`config.mk`:
```
export PLATFORM = sky130hd
export DESIGN_NAME = second_latest_valid_date
export DESIGN_NICKNAME = d
export VERILOG_FILES = /design/src/rtl/core/sld_pkg.sv /design/src/rtl/core/sld_check.sv /design/src/rtl/core/sld_track.sv /design/src/rtl/core/second_latest_valid_date.sv
export SDC_FILE = /design/constraint.sdc
export NUM_CORES = 1
export LEC_CHECK = 0
export BUFFER_PORTS_ARGS = -buffer_cell sky130_fd_sc_hd__buf_2
export CAP_MARGIN = 10
export CORE_ASPECT_RATIO = 0.9
export CORE_MARGIN = 2
export CORE_UTILIZATION = 30
export CTS_CLUSTER_DIAMETER = 50
export DETAILED_ROUTE_END_ITERATION = 7
export PLACE_DENSITY = 0.48
export SLEW_MARGIN = 20
export SYNTH_ARGS = -nofsm -noshare
export SYNTH_HDL_FRONTEND = slang
export SYNTH_SLANG_ARGS = --single-unit
export TNS_END_PERCENT = 30
```
`constraint.sdc`:
```
create_clock -name clock -period 5 [get_ports clock]
set_clock_uncertainty 0.2 [all_clocks]
set_input_delay 0.5 -clock clock [delete_from_list [all_inputs] [get_ports clock]]
set_output_delay 0.5 -clock clock [all_outputs]
set_load 0.05 [all_outputs]
```
`src/rtl/core/sld_pkg.sv`:
```
// Shared types, constants and status codes for the second-latest valid date block.
// No dependencies; imported by every module of the block.
`timescale 1ns / 1ps
`default_nettype none

package sld_pkg;

   localparam int YEAR_W  = 14;
   localparam int MONTH_W = 4;
   localparam int DAY_W   = 5;
   localparam int KEY_W   = YEAR_W + MONTH_W + DAY_W;
   localparam int TDATA_W = ((KEY_W + 7) / 8) * 8;
   localparam int COUNT_W = 2;

   localparam logic [MONTH_W-1:0] MONTH_MIN = MONTH_W'(1);
   localparam logic [MONTH_W-1:0] MONTH_MAX = MONTH_W'(12);
   localparam logic [MONTH_W-1:0] MONTH_FEB = MONTH_W'(2);
   localparam logic [MONTH_W-1:0] MONTH_APR = MONTH_W'(4);
   localparam logic [MONTH_W-1:0] MONTH_JUN = MONTH_W'(6);
   localparam logic [MONTH_W-1:0] MONTH_SEP = MONTH_W'(9);
   localparam logic [MONTH_W-1:0] MONTH_NOV = MONTH_W'(11);

   localparam logic [DAY_W-1:0] DAY_MIN   = DAY_W'(1);
   localparam logic [DAY_W-1:0] DAY_FEB   = DAY_W'(29);
   localparam logic [DAY_W-1:0] DAY_SHORT = DAY_W'(30);
   localparam logic [DAY_W-1:0] DAY_LONG  = DAY_W'(31);

   localparam logic [COUNT_W-1:0] COUNT_NONE = COUNT_W'(0);
   localparam logic [COUNT_W-1:0] COUNT_ONE  = COUNT_W'(1);
   localparam logic [COUNT_W-1:0] COUNT_TWO  = COUNT_W'(2);

   typedef enum logic [1:0] {
      STATUS_ACCEPT  = 2'd0,
      STATUS_INVALID = 2'd1,
      STATUS_RESULT  = 2'd2,
      STATUS_TOO_FEW = 2'd3
   } status_type;

   // key order: year high, day low, so a plain compare ranks dates
   typedef struct packed {
      logic [YEAR_W-1:0]  year;
      logic [MONTH_W-1:0] month;
      logic [DAY_W-1:0]   day;
   } date_type;

   typedef struct packed {
      logic     ok;
      logic     last;
      date_type date;
   } check_type;

   typedef struct packed {
      status_type status;
      date_type   date;
   } result_type;

endpackage

`default_nettype wire

```
`src/rtl/core/sld_check.sv`:
```
// Calendar check of one date: month range and day range per month.
// Depends on sld_pkg.
`timescale 1ns / 1ps
`default_nettype none

module sld_check (
   input  sld_pkg::date_type  date,
   input  wire logic          last,
   output sld_pkg::check_type chk
);
   import sld_pkg::*;

   logic [DAY_W-1:0] day_top;
   logic             month_ok;

   always_comb begin
      month_ok = (date.month >= MONTH_MIN) && (date.month <= MONTH_MAX);
      unique case (date.month)
         MONTH_FEB: begin
            day_top = DAY_FEB;
         end
         MONTH_APR, MONTH_JUN, MONTH_SEP, MONTH_NOV: begin
            day_top = DAY_SHORT;
         end
         default: begin
            day_top = DAY_LONG;
         end
      endcase
      chk.ok   = month_ok && (date.day >= DAY_MIN) && (date.day <= day_top);
      chk.last = last;
      chk.date = date;
   end

endmodule

`default_nettype wire

```
`src/rtl/core/sld_track.sv`:
```
// Top-two tracker: holds the latest and runner-up dates of the open batch
// and forms the result of each request. Depends on sld_pkg.
`timescale 1ns / 1ps
`default_nettype none

module sld_track (
   input  wire logic           clock,
   input  wire logic           reset,
   input  wire logic           step,
   input  sld_pkg::check_type  chk,
   output sld_pkg::result_type res
);
   import sld_pkg::*;

   date_type            latest_ff, latest_in;
   date_type            runner_ff, runner_in;
   logic [COUNT_W-1:0]  count_ff,  count_in;
   date_type            runner_new;
   logic [COUNT_W-1:0]  count_new;

   always_comb begin
      latest_in  = latest_ff;
      runner_new = runner_ff;
      count_new  = count_ff;
      res.status = STATUS_INVALID;
      res.date   = '0;
      if (chk.ok) begin
         priority if (count_ff == COUNT_NONE) begin
            latest_in = chk.date;
            count_new = COUNT_ONE;
         end else if (chk.date > latest_ff) begin
            runner_new = latest_ff;
            latest_in  = chk.date;
            count_new  = COUNT_TWO;
         end else if (count_ff == COUNT_ONE || chk.date > runner_ff) begin
            runner_new = chk.date;
            count_new  = COUNT_TWO;
         end else begin
            count_new  = count_ff;
         end
         res.status = STATUS_ACCEPT;
      end
      runner_in = runner_new;
      count_in  = count_new;
      if (chk.ok && chk.last) begin
         if (count_new == COUNT_TWO) begin
            res.status = STATUS_RESULT;
            res.date   = runner_new;
         end else begin
            res.status = STATUS_TOO_FEW;
         end
         latest_in = '0;
         runner_in = '0;
         count_in  = COUNT_NONE;
      end
   end

   always_ff @(posedge clock) begin
      if (reset) begin
         latest_ff <= '0;
         runner_ff <= '0;
         count_ff  <= COUNT_NONE;
      end else if (step) begin
         latest_ff <= latest_in;
         runner_ff <= runner_in;
         count_ff  <= count_in;
      end
   end

endmodule

`default_nettype wire

```
`src/rtl/core/second_latest_valid_date.sv`:
```
// Second-latest valid date over a batch: top level with request and response registers.
// Depends on sld_pkg, sld_check and sld_track.
//
// Usage:
//   Requests enter on req_* (one date per request, req_tlast marks the batch end).
//   Every request gives exactly one response on rsp_*; rsp_tuser carries the status:
//   accepted, rejected invalid, batch result (second-latest date in rsp_tdata) or
//   too few dates. An invalid date with req_tlast set does not close the batch.
//   The request register loads at acceptance and the response register when the
//   request moves on out of it, with the check and top-two update between them.
//   Throughput: one request per cycle while rsp_tready stays high; the tracker
//   state updates once per request as it moves from the request register into
//   the response register.
//   Stall: when rsp_tready is low the response is held; one more request may wait
//   in the request register, after which req_tready drops.
//   Reset: synchronous; clears both valid flags and the batch state (empty batch).
`timescale 1ns / 1ps
`default_nettype none

module second_latest_valid_date (
   input  wire logic                        clock,
   input  wire logic                        reset,
   input  wire logic                        req_tvalid,
   output logic                             req_tready,
   input  wire logic [sld_pkg::TDATA_W-1:0] req_tdata,  // year, month, day, zero pad
   input  wire logic                        req_tlast,
   output logic                             rsp_tvalid,
   input  wire logic                        rsp_tready,
   output logic [sld_pkg::TDATA_W-1:0]      rsp_tdata,  // year, month, day, zero pad
   output logic [1:0]                       rsp_tuser   // status
);
   import sld_pkg::*;

   logic       req_valid_ff;
   date_type   req_date_ff;
   logic       req_last_ff;
   logic       rsp_valid_ff;
   result_type rsp_res_ff;
   logic       step;
   check_type  chk;
   result_type res;
   date_type   req_date;

   assign req_date   = {req_tdata[YEAR_W-1:0], req_tdata[YEAR_W +: MONTH_W],
                        req_tdata[YEAR_W + MONTH_W +: DAY_W]};
   assign step       = req_valid_ff && (!rsp_valid_ff || rsp_tready);
   assign req_tready = !req_valid_ff || step;

   always_ff @(posedge clock) begin
      if (reset) begin
         req_valid_ff <= 1'b0;
      end else if (req_tready) begin
         req_valid_ff <= req_tvalid;
      end
   end

   always_ff @(posedge clock) begin
      if (req_tready && req_tvalid) begin
         req_date_ff <= req_date;
         req_last_ff <= req_tlast;
      end
   end

   sld_check u_check (
      .date (req_date_ff),
      .last (req_last_ff),
      .chk  (chk)
   );

   sld_track u_track (
      .clock (clock),
      .reset (reset),
      .step  (step),
      .chk   (chk),
      .res   (res)
   );

   always_ff @(posedge clock) begin
      if (reset) begin
         rsp_valid_ff <= 1'b0;
      end else if (step) begin
         rsp_valid_ff <= 1'b1;
      end else if (rsp_tready) begin
         rsp_valid_ff <= 1'b0;
      end
   end

   always_ff @(posedge clock) begin
      if (step) begin
         rsp_res_ff <= res;
      end
   end

   assign rsp_tvalid = rsp_valid_ff;
   assign rsp_tuser  = rsp_res_ff.status;
   assign rsp_tdata  = TDATA_W'({rsp_res_ff.date.day, rsp_res_ff.date.month,
                                 rsp_res_ff.date.year});

endmodule

`default_nettype wire

```
-- After elaboration in Yosys (flattened, before gate mapping)
Cells that the tools add are included.
- $lt $le $gt $ge: 6
- divide/modulo/power cells: 0
- multiply operators: 0
- shifts and indexed selects: 0
- bitwise operators: 0
- reductions and logical operators: 18
- eq/ne operators: 7
- add/subtract/negate cells: 0
- multiplexer cells: 21
- operators by type and width (operator ; number):
    23-bit 2-to-1 mux ; 10
    23-bit > comparator ; 2
    25-bit 2-to-1 mux ; 1
    2-bit 2-to-1 mux ; 5
    4-bit by 3-bit equality test with 1-bit output, second input constant ; 2
    4-bit equality test, second input constant ; 2
    1-bit logical AND ; 6
    5-bit by 1-bit >= comparator with 1-bit output, second input constant ; 1
    5-bit <= comparator ; 1
    4-bit by 2-bit equality test with 1-bit output, second input constant ; 1
    4-bit by 1-bit >= comparator with 1-bit output, second input constant ; 1
    4-bit <= comparator, second input constant ; 1
    1-bit 2-to-1 mux ; 4
    2-bit case mux with 2 select lines ; 1
    2-bit nonzero test ; 2
    4-bit OR reduction ; 1
    1-bit logical OR ; 3
    3-bit AND reduction ; 1
    3-bit nonzero test ; 1
    2-bit by 1-bit equality test with 1-bit output, second input constant ; 1
    2-bit equality test, second input constant ; 1
    1-bit zero test ; 2
    2-bit zero test ; 1
    2-bit AND reduction ; 1
- RAM bits: 0
- bits in read-only memories: 0
- bits in latches: 0
- input bits: 29
- memories kept: 0
- register bits: 99
- output and inout bits: 28

-- Logic depth before layout (Yosys ltp)
- word-level depth: 9
- mapped depth: 12
- gate-level depth less buffers: 10

-- Modules after synthesis
Synthesis repeated with hierarchy kept, for this count alone.
- cell total of the unflattened synthesis: 538
- area, all modules: 5238.8 µm²
- modules (own cells, without submodules) (module ; cells each ; sequential area each (µm²) ; times used ; area an instance (µm²)):
    sld_track ; 436 ; 960.9 ; 1 ; 3357.0
    second_latest_valid_date ; 61 ; 1511.4 ; 1 ; 1586.5
    sld_check ; 41 ; 0.0 ; 1 ; 295.3

-- Least setup slack after synthesis
OpenSTA, ideal clock, no wires.
- path kind: reg2reg
- start point: register req_date_ff[8] (netlist bit)
- end point: register rsp_res_ff, in the netlist rsp_tdata[17], data pin
- path buffers: 1
- stages on the path, launching flop included: 11
- slack: 1.580 ns
- data arrival time: 2.965 ns
- path through: edfxtp_1 -> nor4b_1 -> ha_1 -> nor2b_1 -> o211a_1 -> nor4_1 -> and2_1 -> a32o_1 -> clkbuf_1 -> nor2_1 -> o21a_1
- word-level cells in the longest chain between the ends: 8
- elaborated cells on any way between the ends: 27
- those cells by class: 5 x order compare; 6 x eq/ne; 9 x mux; 7 x reduce/logical
- ends and longest elaborated chain (element ; line ; text):
    from (decl) ; second_latest_valid_date.sv:35 ; date_type req_date_ff;
    from (signal assigned) ; second_latest_valid_date.sv:59 ; req_date_ff <= req_date;
    23-bit > comparator (tied with other cells) ; sld_track.sv:35 ; end else if (count_ff == COUNT_ONE || chk.date > runner_ff) begin
    1-bit logical OR / 4-bit OR reduction (equally long branches) ; sld_track.sv:35, sld_check.sv:18 ;
    2-bit 2-to-1 mux / 2-bit case mux with 2 select lines (equally long branches) ; sld_track.sv:35, sld_check.sv:18 ;
    2-bit 2-to-1 mux / 5-bit <= comparator (equally long branches) ; sld_track.sv:31, sld_check.sv:29 ;
    2-bit 2-to-1 mux / 1-bit logical AND (equally long branches) ; sld_track.sv:28, sld_check.sv:29 ;
    2-bit 2-to-1 mux ; sld_track.sv:27 ; if (chk.ok) begin
    2-bit equality test ; sld_track.sv:46 ; if (count_new == COUNT_TWO) begin
    2-bit AND reduction (no line) ; n/a ;
    to (signal assigned) ; second_latest_valid_date.sv:90 ; rsp_res_ff <= res;
    to (decl) ; second_latest_valid_date.sv:38 ; result_type rsp_res_ff;
Parallel ways exist; a longest one is shown, timed or not.
A chain may end at the register's enable or synchronous reset.

-- Final worst setup path
- start point: register req_date_ff[8] (netlist bit)
- end point: register rsp_res_ff, in the netlist rsp_tdata[16], data pin
Same word-level chain as after synthesis.

==> impl_summary.log <==
[metrics] status: finished clean
[metrics] count of buffers from port buffering: 54
[metrics] clock-pin slew of the registers on the worst-case setup and hold paths: roughly 70 ps
[metrics] via count of the first global-routing pass: approximately 4600
[metrics] top post-synthesis cells by area: edfxtp_1 (26%), dfxtp_1 (18%), ha_1 (11%), nand4_1 (4.5%), a21oi_1 (4.0%)
[metrics] fin nets: between 600 and 700
[metrics] Mapped Nets: about 630
[metrics] Worst-Skew Late Latency: roughly 360 ps
[metrics] total instance count after detailed placement: 831
[metrics] Met1 Routed Length: between 7 and 8 mm
[metrics] unrepaired setup endpoints after global routing: no
[metrics] post-CTS setup repair buffer count: 0
[metrics] # clock sinks: 99
[metrics] DRC Markers: 0
[metrics] setup slack after layout: ~920 ps
[metrics] maximum operating frequency: about 250 MHz
[metrics] count of synthesis-stage warnings from yosys: 0
[metrics] total power of the final layout: about 0.0019 W
[metrics] top routing layer in use: met4
[metrics] CTS tree: done
[metrics] worst hold path cell count: 1
[metrics] hold endpoint: req_date_ff[3]
[metrics] total global routing overflow: 0
[metrics] pin count of the biggest net entering global routing: 47
[metrics] per-cell routed wire length: roughly 18 um
[metrics] critical path launch point type: register
[metrics] max-slew violation total from the final report: 0
[metrics] final core area utilization: 34.8%
[metrics] Final Wtd Congestion: about 0.83
[metrics] top-area cell type share of the netlist area: a little over a quarter
[metrics] library cell used as clock root buffer: clkbuf_16
[metrics] width of the die: about 150 um
[metrics] wire length of the first global-routing pass: 24.7 mm
[metrics] endpoint kind of the worst setup timing path: register
[metrics] Hold/Removal Path Class: in -> reg
[metrics] Total Routing Usage GR: about 16%
[metrics] endpoints failing setup: 0
[metrics] accumulated negative setup slack: 0 ps
[metrics] PwrDens: approximately 300 nW/um^2
[metrics] Row Count: between 40 and 50
[metrics] max_slew headroom: 34.5%
[metrics] Crit Reg-Reg Startpoint: req_date_ff[8]
[metrics] Die ar.: between 15000 and 20000 um^2
[metrics] DP Wirelength: 10.6 mm
[metrics] DRT iter0 DRCs: around 320
[metrics] antenna cells: 0
[metrics] drt total wl: 15.6 mm
[metrics] Die Y: 133 um
[metrics] post-layout min period: 4080 ps
[metrics] Worst Tran Pin Value: 982 ps
[metrics] Syn Inst Count: ~560
[metrics] EDFF count, synth: slightly below 50
[metrics] count of non-filler cells in the finished layout: between 800 and 900
[metrics] sequential cell area fraction in the yosys report: 44.2%
[metrics] Synth area leader: edfxtp_1
[metrics] Avg Vias per Cell: roughly 5.3
[metrics] Crit Path Class: reg -> reg
[metrics] number of buffers on the longest clock path: 2
[metrics] Min-Delay Startpoint: req_tdata[21]
[metrics] post-route clock period utilization: between 80% and 90%
[metrics] R2R Path End: rsp_tdata[16]
[metrics] Maximum Capacitance Violations: 0
[metrics] combined area of the multi-input logic cells: 2750 um^2
[metrics] most used flip-flop cell after synthesis: dfxtp_1
[metrics] total count of hold-check failures in the final report: 0
[metrics] cts repair resizes: 0
[metrics] clock buffers created by TritonCTS: 9
[metrics] antenna-violating nets left: 0
[metrics] met2 wirelength from detailed routing: around 7.3 mm
[metrics] Filler cells: 1907
[metrics] initial cell density of the core: a little under a third
[metrics] via count: approximately 4500
[metrics] antenna violations before repair: 0
[metrics] core footprint: 18300 um^2
[metrics] number of synthesized register bits: 99
[metrics] leakage: between 2 and 2.5 nW
[metrics] Data arrival, critical path: 4030 ps
[metrics] Crit path required time: between 4000 and 5000 ps
[metrics] fraction of final layout cells with drive strength greater than 1: about 18%
[metrics] pre-CTS setup slack: between 900 and 1000 ps
[metrics] Detail Route met3 WL: about 660 um
[metrics] maximum net fanout on the critical path: 13
[metrics] Post-synth ARST share: 0%
[metrics] number of I/O pins: 57
[metrics] most frequent cells in the layout: buf_2 (54), dfxtp_1 (50), edfxtp_1 (49), inv_1 (48), ha_1 (48)
[metrics] H-tree Lvls: 3
[metrics] internal reg-to-reg setup slack: 920 ps
[metrics] Seq. cell area: approximately 2500 um^2
[metrics] CTS Hold Buffers Added: 0
[metrics] worst-case vdd ir drop: roughly 0.00013 V
[metrics] count of cells along the worst register-to-register path: 10
[metrics] DR pass1 iterations: 4
[metrics] area added between synthesis and finish: 14.2%
[metrics] most common cell after layout, fill and taps aside: buf_2
[metrics] count of different cell masters after synthesis: 59
[metrics] Post-Syn Area: approximately 5600 um^2
[metrics] Synth Area per Inst: roughly 10 um^2
==> report_power, final <==
part,total [W],switching (W),internal (W)
Clock,0.000720,0.000319,0.000402
Combinational,0.000272,0.000188,0.0000841
Sequential,0.000911,0.0000296,0.000882
==> critical path: stages (launching register included) <==
cell      delay (ps)
edfxtp_1         560
nor4b_1          410
ha_1             310
nor2b_1          130
o211a_1          230
nor4_2           550
and2_1           240
a32o_1           560
buf_4            330
nor2_1            60
a211oi_1         290
==> Yosys cell counts (2+ instances only) <==
cell type  instances
nor2b_1            4
a22o_1             5
clkbuf_1          21
o21ai_0           36
a221oi_1           3
buf_6              6
nor3_1            19
and4_1             4
buf_4              2
and2_1             5
a211oi_1          10
buf_2              6
dfxtp_1           50
nand3b_1           2
mux2i_1           17
o31ai_1           17
edfxtp_1          49
a21oi_1           45
nand4_1           40
nor2_1            29
a211oi_2          10
nand3_1            5
o21a_1             5
buf_1              3
and3_1             4
nand2_1           16
ha_1              48
a41oi_1           17
inv_1             48
nand2_2            2
==> registers in the layout, indices dropped and copies added (netlist names) <==
register,cells
rsp_tvalid,1
rsp_tuser,2
u_track.count_ff,2
req_date_ff,23
req_valid_ff,1
rsp_tdata,23
u_track.latest_ff,23
u_track.runner_ff,23
req_last_ff,1
==> stage by stage <==
step           hold slack [ps]  instance area [um^2]
6_report                   113                  6380
4_1_cts                    103                  6380
5_1_grt                    102                  6380
2_1_floorplan              242                  5590
3_5_place_dp               262                  6080
3_3_place_gp               257                  6080
==> logic make-up after synthesis <==
group	Yosys count	share of synthesized area, %
buffers and inverters	86	6.85
other	1	0.0671
and+or+nand+nor	140	14.0
adders and majority gates	48	10.7
DFF	99	44.2
AOI/OAI and AO/OA	165	20.9
muxes	18	3.25
==> area by class of cell <==
| class | instances | share of cell area, % |
|---|---|---|
| inverter | 48 | 2.82 |
| tap | 245 | 4.80 |
| timing repair buffer | 67 | 5.76 |
| sequential | 99 | 38.7 |
| multi-input combinational | 372 | 43.1 |
| clock buffer | 10 | 3.74 |
| clock inverter | 6 | 1.00 |
==> how the worst max path moves through the flow <==
| stage | startpoint | slack, ps | cells past startpoint | to |
|---|---|---|---|---|
| after detailed placement | req_date_ff[8] | 950 | 10 | rsp_tdata[16] |
| after global placement | req_date_ff[8] | 990 | 10 | rsp_tdata[10] |
| after floorplan | req_date_ff[8] | 1580 | 10 | rsp_tdata[17] |
| after CTS | req_date_ff[8] | 910 | 10 | rsp_tdata[16] |
| final | req_date_ff[8] | 920 | 10 | rsp_tdata[16] |
| after global routing | req_date_ff[8] | 690 | 10 | rsp_tdata[16] |
==> layer usage <==
layer	track usage [%]	vias up
met5	0	-
met2	25.9	100
li1	-	2200
met3	3.05	13
met4	4.60	0
met1	22.4	2200
Note: power is estimated with default switching activity, not from simulation.
